==> src/hw/rtl/fmtu_pkg.sv <==
// Shared types, constants and helpers for the radix text formatter.
// Used by fmtu_div and format_unsigned_in_base_padded; depends on nothing.
package fmtu_pkg;

  localparam int VALUE_WIDTH = 64;
  localparam int MAX_CHARS   = 64;
  localparam int MAX_DIGITS  = VALUE_WIDTH;

  localparam int DIV_BITS  = 8;
  localparam int DIV_STEPS = (VALUE_WIDTH + DIV_BITS - 1) / DIV_BITS;
  localparam int QW        = DIV_STEPS * DIV_BITS;
  localparam int STEP_W    = $clog2(DIV_STEPS + 1);

  localparam int CNT_MAX = (MAX_CHARS > VALUE_WIDTH) ? MAX_CHARS : VALUE_WIDTH;
  localparam int CNT_W   = $clog2(CNT_MAX + 1);
  localparam int DIG_AW  = $clog2(MAX_DIGITS);

  localparam logic [4:0] RADIX_MIN   = 5'd2;
  localparam logic [4:0] RADIX_MAX   = 5'd16;
  localparam logic [4:0] RADIX_RESET = 5'd10;
  localparam logic [6:0] MIN_RESET   = 7'd0;
  localparam logic [7:0] FILL_RESET  = 8'd48;

  localparam logic [7:0] CHAR_ZERO = 8'h30;
  localparam logic [7:0] CHAR_A    = 8'h41;

  localparam logic [1:0] REG_RADIX = 2'd0;
  localparam logic [1:0] REG_MIN   = 2'd1;
  localparam logic [1:0] REG_FILL  = 2'd2;

  typedef struct packed {
    logic                   start;
    logic [VALUE_WIDTH-1:0] dividend;
    logic [4:0]             divisor;
  } div_req_t;

  typedef struct packed {
    logic                   done;
    logic [VALUE_WIDTH-1:0] quotient;
    logic [3:0]             rem;
  } div_rsp_t;

  function automatic logic [7:0] glyph(input logic [3:0] d);
    if (d < 4'd10) begin
      return CHAR_ZERO + {4'b0, d};
    end else begin
      return CHAR_A + {4'b0, d} - 8'd10;
    end
  endfunction

endpackage

==> src/hw/rtl/format_unsigned_in_base_padded.sv <==
// Top level of the radix text formatter: config registers, sequencer, digit store.
// Depends on fmtu_pkg and fmtu_div.
//
// A value is taken when start is high and busy is low; busy then stays high until
// the last character. Each digit costs one pass of the shared divider and a handoff
// back to the sequencer. Characters come one per out_valid beat, at most one a
// cycle, fill first and then digits most significant first, with out_is_last on the
// final one; the receiver cannot stall them, so each beat must be taken as it comes.
// Registers sit at byte addresses 0 (radix), 4 (min_digits) and 8 (fill_char) and
// are to be written only while busy is low, which the block itself does not enforce.
module format_unsigned_in_base_padded (
  input  logic        clk,
  input  logic        rst_n,
  input  logic        start,
  output logic        busy,
  input  logic [63:0] in_value,
  output logic        out_valid,
  output logic [7:0]  out_char,
  output logic        out_is_last,
  input  logic        psel,
  input  logic        penable,
  input  logic        pwrite,
  input  logic [3:0]  paddr,
  input  logic [31:0] pwdata,
  output logic [31:0] prdata,
  output logic        pready
);
  import fmtu_pkg::*;

  typedef enum logic [2:0] {S_IDLE, S_DIV, S_PAD, S_DIG, S_DRAIN} state_t;

  state_t                 state_r;
  logic [4:0]             radix_r;
  logic [6:0]             min_digits_r;
  logic [7:0]             fill_char_r;
  logic [VALUE_WIDTH-1:0] val_r;
  logic [CNT_W-1:0]       ndig_r;
  logic [CNT_W-1:0]       pad_r;
  logic [DIG_AW-1:0]      rd_idx_r;
  logic                   div_start_r;
  logic                   rd_v_r;
  logic                   rd_last_r;
  logic [3:0]             rd_data_r;
  logic                   out_valid_r;
  logic [7:0]             out_char_r;
  logic                   out_last_r;
  logic [3:0]             dig_mem_r [MAX_DIGITS];

  logic [4:0]       eff_radix;
  logic [CNT_W-1:0] want;
  logic [CNT_W-1:0] ndig_inc;
  logic             cfg_wr;
  div_req_t         div_req;
  div_rsp_t         div_rsp;

  assign eff_radix = (radix_r < RADIX_MIN) ? RADIX_MIN :
                     (radix_r > RADIX_MAX) ? RADIX_MAX : radix_r;
  assign want      = (min_digits_r > 7'(MAX_CHARS)) ? CNT_W'(MAX_CHARS)
                                                    : CNT_W'(min_digits_r);
  assign ndig_inc  = ndig_r + 1'b1;
  assign cfg_wr    = psel && penable && pwrite;

  assign div_req.start    = div_start_r;
  assign div_req.dividend = val_r;
  assign div_req.divisor  = eff_radix;

  fmtu_div u_div (
    .clk   (clk),
    .rst_n (rst_n),
    .req   (div_req),
    .rsp   (div_rsp)
  );

  always_ff @(posedge clk) begin
    if (!rst_n) begin
      radix_r      <= RADIX_RESET;
      min_digits_r <= MIN_RESET;
      fill_char_r  <= FILL_RESET;
    end else if (cfg_wr) begin
      unique case (paddr[3:2])
        REG_RADIX: radix_r      <= pwdata[4:0];
        REG_MIN:   min_digits_r <= pwdata[6:0];
        REG_FILL:  fill_char_r  <= pwdata[7:0];
        default: ;
      endcase
    end
  end

  always_comb begin
    unique case (paddr[3:2])
      REG_RADIX: prdata = {27'b0, radix_r};
      REG_MIN:   prdata = {25'b0, min_digits_r};
      REG_FILL:  prdata = {24'b0, fill_char_r};
      default:   prdata = '0;
    endcase
  end

  assign pready = 1'b1;

  always_ff @(posedge clk) begin
    if (state_r == S_DIV && div_rsp.done) begin
      dig_mem_r[ndig_r[DIG_AW-1:0]] <= div_rsp.rem;
    end
    rd_data_r <= dig_mem_r[rd_idx_r];
  end

  always_ff @(posedge clk) begin
    if (!rst_n) begin
      state_r     <= S_IDLE;
      div_start_r <= 1'b0;
      rd_v_r      <= 1'b0;
      out_valid_r <= 1'b0;
    end else begin
      div_start_r <= 1'b0;
      rd_v_r      <= (state_r == S_DIG);
      rd_last_r   <= (rd_idx_r == '0);
      out_valid_r <= (state_r == S_PAD) || rd_v_r;
      out_char_r  <= (state_r == S_PAD) ? fill_char_r : glyph(rd_data_r);
      out_last_r  <= (state_r != S_PAD) && rd_v_r && rd_last_r;
      unique case (state_r)
        S_IDLE: begin
          if (start) begin
            val_r       <= in_value[VALUE_WIDTH-1:0];
            ndig_r      <= '0;
            div_start_r <= 1'b1;
            state_r     <= S_DIV;
          end
        end
        S_DIV: begin
          if (div_rsp.done) begin
            val_r  <= div_rsp.quotient;
            ndig_r <= ndig_inc;
            if (div_rsp.quotient != '0 && ndig_inc < CNT_W'(MAX_DIGITS)) begin
              div_start_r <= 1'b1;
            end else begin
              rd_idx_r <= ndig_r[DIG_AW-1:0];
              if (want > ndig_inc) begin
                pad_r   <= want - ndig_inc;
                state_r <= S_PAD;
              end else begin
                state_r <= S_DIG;
              end
            end
          end
        end
        S_PAD: begin
          pad_r <= pad_r - 1'b1;
          if (pad_r == CNT_W'(1)) begin
            state_r <= S_DIG;
          end
        end
        S_DIG: begin
          rd_idx_r <= rd_idx_r - 1'b1;
          if (rd_idx_r == '0) begin
            state_r <= S_DRAIN;
          end
        end
        S_DRAIN: begin
          state_r <= S_IDLE;
        end
        default: state_r <= S_IDLE;
      endcase
    end
  end

  assign busy        = (state_r != S_IDLE);
  assign out_valid   = out_valid_r;
  assign out_char    = out_char_r;
  assign out_is_last = out_last_r;

endmodule

==> src/hw/rtl/fmtu_div.sv <==
// Iterative divider of a value by a small base, DIV_BITS quotient bits per cycle.
// Depends on fmtu_pkg.
module fmtu_div (
  input  logic               clk,
  input  logic               rst_n,
  input  fmtu_pkg::div_req_t req,
  output fmtu_pkg::div_rsp_t rsp
);
  import fmtu_pkg::*;

  logic [QW-1:0]     quo_r;
  logic [QW-1:0]     quo_nxt;
  logic [3:0]        rem_r;
  logic [3:0]        rem_nxt;
  logic [STEP_W-1:0] cnt_r;
  logic              run_r;
  logic              done_r;
  logic [QW-1:0]     q_w;
  logic [4:0]        r_w;

  always_comb begin
    q_w = quo_r;
    r_w = {1'b0, rem_r};
    for (int i = 0; i < DIV_BITS; i++) begin
      r_w = {r_w[3:0], q_w[QW-1]};
      q_w = {q_w[QW-2:0], 1'b0};
      if (r_w >= req.divisor) begin
        r_w    = r_w - req.divisor;
        q_w[0] = 1'b1;
      end
    end
    quo_nxt = q_w;
    rem_nxt = r_w[3:0];
  end

  always_ff @(posedge clk) begin
    if (!rst_n) begin
      run_r  <= 1'b0;
      done_r <= 1'b0;
      cnt_r  <= '0;
    end else begin
      done_r <= 1'b0;
      if (req.start) begin
        run_r <= 1'b1;
        cnt_r <= '0;
      end else if (run_r) begin
        cnt_r <= cnt_r + 1'b1;
        if (cnt_r == STEP_W'(DIV_STEPS - 1)) begin
          run_r  <= 1'b0;
          done_r <= 1'b1;
        end
      end
    end
  end

  always_ff @(posedge clk) begin
    if (req.start) begin
      quo_r <= QW'(req.dividend);
      rem_r <= '0;
    end else if (run_r) begin
      quo_r <= quo_nxt;
      rem_r <= rem_nxt;
    end
  end

  assign rsp.done     = done_r;
  assign rsp.quotient = quo_r[VALUE_WIDTH-1:0];
  assign rsp.rem      = rem_r;

endmodule

==> config.mk <==
export PLATFORM = sky130hd
export DESIGN_NAME = format_unsigned_in_base_padded
export DESIGN_NICKNAME = d
export VERILOG_FILES = /design/src/hw/rtl/fmtu_pkg.sv /design/src/hw/rtl/format_unsigned_in_base_padded.sv /design/src/hw/rtl/fmtu_div.sv
export SDC_FILE = /design/constraint.sdc
export NUM_CORES = 1
export LEC_CHECK = 0
export BUFFER_PORTS_ARGS = -buffer_cell sky130_fd_sc_hd__buf_2
export CORE_ASPECT_RATIO = 1.5
export CORE_MARGIN = 4
export CORE_UTILIZATION = 40
export CTS_CLUSTER_DIAMETER = 40
export DETAILED_ROUTE_END_ITERATION = 10
export GPL_TIMING_DRIVEN = 0
export PLACE_DENSITY = 0.62
export SYNTH_ARGS = -nofsm -noshare
export SYNTH_HDL_FRONTEND = slang
export SYNTH_SLANG_ARGS = --single-unit
==> constraint.sdc <==
create_clock -name clk -period 22.2 [get_ports clk]
set_clock_uncertainty 0.2 [all_clocks]
set_input_delay 3.33 -clock clk [delete_from_list [all_inputs] [get_ports clk]]
set_output_delay 3.33 -clock clk [all_outputs]
set_load 0.1 [all_outputs]
==> out/qor.txt <==
status - finished, final reports clean
Post-synth EDFFs - 414
CTS Hold Bufs - 0
Mapped Cells - 1550
# rows - 103
headroom to the max-slew limit - 30.29%
CP Buf/Inv Count - 4
async set-or-reset flop fraction in the synthesized netlist - 0%
Max Buffers Root-to-Sink - 3
register area share after synthesis - 62.51%
TritonCTS buffer count - 51
setup slack, reg-to-reg - 9.65 ns
Routed Wire Length - 52760 um
Netlist Area Pre-Place - 21170 um2
mean area per synthesized cell - 13.66 um2
WHS Endpoint - u_div.done_r
PostCTS Resize Cnt - 0
CP max FO - 12
vias in the first global route - 13560
clk sinks - 454
root buffer cell - clkbuf_16
later-pin clock latency in the skew report - 0.58 ns
ys flop type - edfxtp_1
H-tree depth - 2
Slew Viols, Final - 0
drt first pass iters - 7
Commonest cells post-synth - 414 x edfxtp_1, 240 x nand2_1, 138 x nor2_1, 70 x mux2_2, 66 x mux4_2
largest stage delay on the critical path - 0.66 ns
top-count cell post-synth - edfxtp_1
#FFs+latches synth - 454
Hold Fails Final Rpt - 0
crit path time final - 12.55 ns
Die Span X - 195.8 um
# DRC - 0
Final Cycle Share - 56.53%
clock-pin slew on the worst setup and hold paths - 0.06 ns
Distinct cells, synth - 68
worst slew pin tran - 1.039 ns
vias per cell - 5.352
Worst Hold Launch - u_div.cnt_r[3]
die area - 56740 um2
CTS tree - yes
initial core utilization - 40.26%
worst hold path type - reg2reg
Routed wire per std cell - 21.49 um
startpoint types - flip-flop
largest net degree at the start of global routing - 51
DRT antenna net count - 0
nets - 1898
Congestion Overflow GR - 0
crit path DAT - 12.84 ns
RSZ-0062 raised after global routing - false
setup tns final - 0 ns
hpwl dp - 37480 um
cell taking the most area after synthesis - edfxtp_1
worst r2r src - radix_r[4]
FF-to-FF path depth - 48
Slowest-stage cell, CP - o21ai_1
setup violators final - 0
Max Cap Viol - 0
Worst Setup End Kind - flip-flop
Total GRT Usage - 18.33%
Peak Freq - 79.68 MHz
worst endpoint required time - 22.49 ns
delay-heaviest family, CP - compound AO/OA/AOI/OAI gates
DR vias - 13140
top cell type's share of synthesized area - 58.73%
Crit path top cell by count - ha_1
WS Path Type - reg2reg
num ports - 150
hold path cells - 1
FILL cells - 4737
share of post-route cells with drive strength above 1 - 22.07%
ranking of synthesized cells by area - edfxtp_1 59%, mux4_2 7.0%, nand2_1 4.3%
Port Buffers - 96
global-route wire length before repair - 79770 um
Yosys warnings - 0
Setup Buffers After CTS - 0
Synth-to-Final Area Change - 15.69%
Critical R2R Capture - u_div.rem_r[3]
Die Span Y - 289.8 um
gpl congestion - 0.8159
CORE AREA - 52580 um2
initial antenna violation count - 1
number of DRC markers in iteration 0 - 908
==> state kept, by name (all words and copies together), names as in the netlist <==
signal        cells
out_char          8
u_div.done_r      1
rd_last_r         1
fill_char_r       8
pad_r             7
rd_v_r            1
dig_mem_r       256
val_r            64
rd_idx_r          6
u_div.run_r       1
div_start_r       1
u_div.quo_r      64
out_valid         1
radix_r           5
ndig_r            7
u_div.cnt_r       4
min_digits_r      7
state_r           3
rd_data_r         4
out_is_last       1
u_div.rem_r       4
==> cell type report <==
type                            count  area, um2  area share [%]
Buffer                             93      496.7           2.028
Sequential cell                   454      13240           54.05
Antenna cell                        1      2.502         0.01022
Multi-Input combinational cell    982       7375           30.11
Inverter                           44      165.2          0.6744
Tap cell                          682      853.3           3.484
Clock buffer                       59       1316           5.374
Clock inverter                     37      416.7           1.701
Timing Repair Buffer              103      628.1           2.565
==> routing by layer <==
metal  GRT usage (%)  routed length [um]  vias up
met5               0                   0        -
met4           7.929                2300        0
met3           2.922                2955      131
met2           34.04               28450      466
met1           20.80               19050     6428
li1                -                   -     6114
==> metrics by stage <==
stage               instance area, um2  cells  util [%]  hold slack, ns  setup WS (ns)
global placement                 22590   2351     42.96          0.2536          8.884
floorplan                        21260   1573         -          0.2286          11.35
detailed placement               22760   2358     43.28          0.2653          9.665
global route                     24490   2455     46.58          0.3275          8.735
CTS                              24490   2454     46.57          0.2750          9.643
finish                           24490   2455     46.58          0.2762          9.651
==> how the worst max path moves through the flow <==
| stage | startpoint | to | slack, ns | cells after the start |
|---|---|---|---|---|
| after detailed placement | radix_r[4] | u_div.rem_r[3] | 9.66 | 48 |
| after global placement | radix_r[2] | u_div.rem_r[3] | 8.88 | 47 |
| after CTS | radix_r[4] | u_div.rem_r[3] | 9.64 | 48 |
| after global routing | radix_r[4] | u_div.rem_r[3] | 8.74 | 49 |
| final | radix_r[4] | u_div.rem_r[3] | 9.65 | 48 |
| after floorplan | radix_r[2] | u_div.rem_r[3] | 11.35 | 50 |
==> layout by cell type, fill, tap and decap left out, types with 9 or more instances in the layout <==
master       n
edfxtp_1   414
a22oi_1     11
nand2_1    240
nor2_1     137
nor4_1      18
a21oi_1     41
mux4_2      66
mux2i_1     46
inv_1       42
xnor2_1     19
nor3_1      12
ha_1        54
mux2_2      70
clkbuf_16   51
nor2b_1     16
o21ai_1     12
dfxtp_1     36
nand2b_1    15
buf_2      112
nand3_1     21
conb_1      25
a21o_1      16
fa_1         9
clkbuf_1    45
buf_4       28
xor2_1      18
o21ai_0     29
==> worst register-to-register path: cells and delay by family (launching register included) <==
| family | cells | cell delay (ns) |
|---|---|---|
| fa+ha+maj | 8 | 2.60 |
| compound gates | 25 | 6.11 |
| simple gates | 8 | 1.40 |
| buf+inv | 4 | 0.73 |
| mux | 3 | 1.13 |
| flops | 1 | 0.32 |
==> kinds of logic (layout without fill, tap and decap cells) <==
logic type      count (synthesis)  count (layout)  synth area share, %
simple gates                  504             504                10.43
fa+ha+maj                      63              63                4.043
flops                         454             454                62.51
other cells                     2              26              0.03548
xor+xnor                       37              37                1.531
mux                           184             184                13.06
compound gates                169             169                5.267
buf+inv                       137             336                3.127
Power is left out: the tool's default activity adds up to more than one toggle a clock period on the data nets, which glitch-free logic cannot reach.
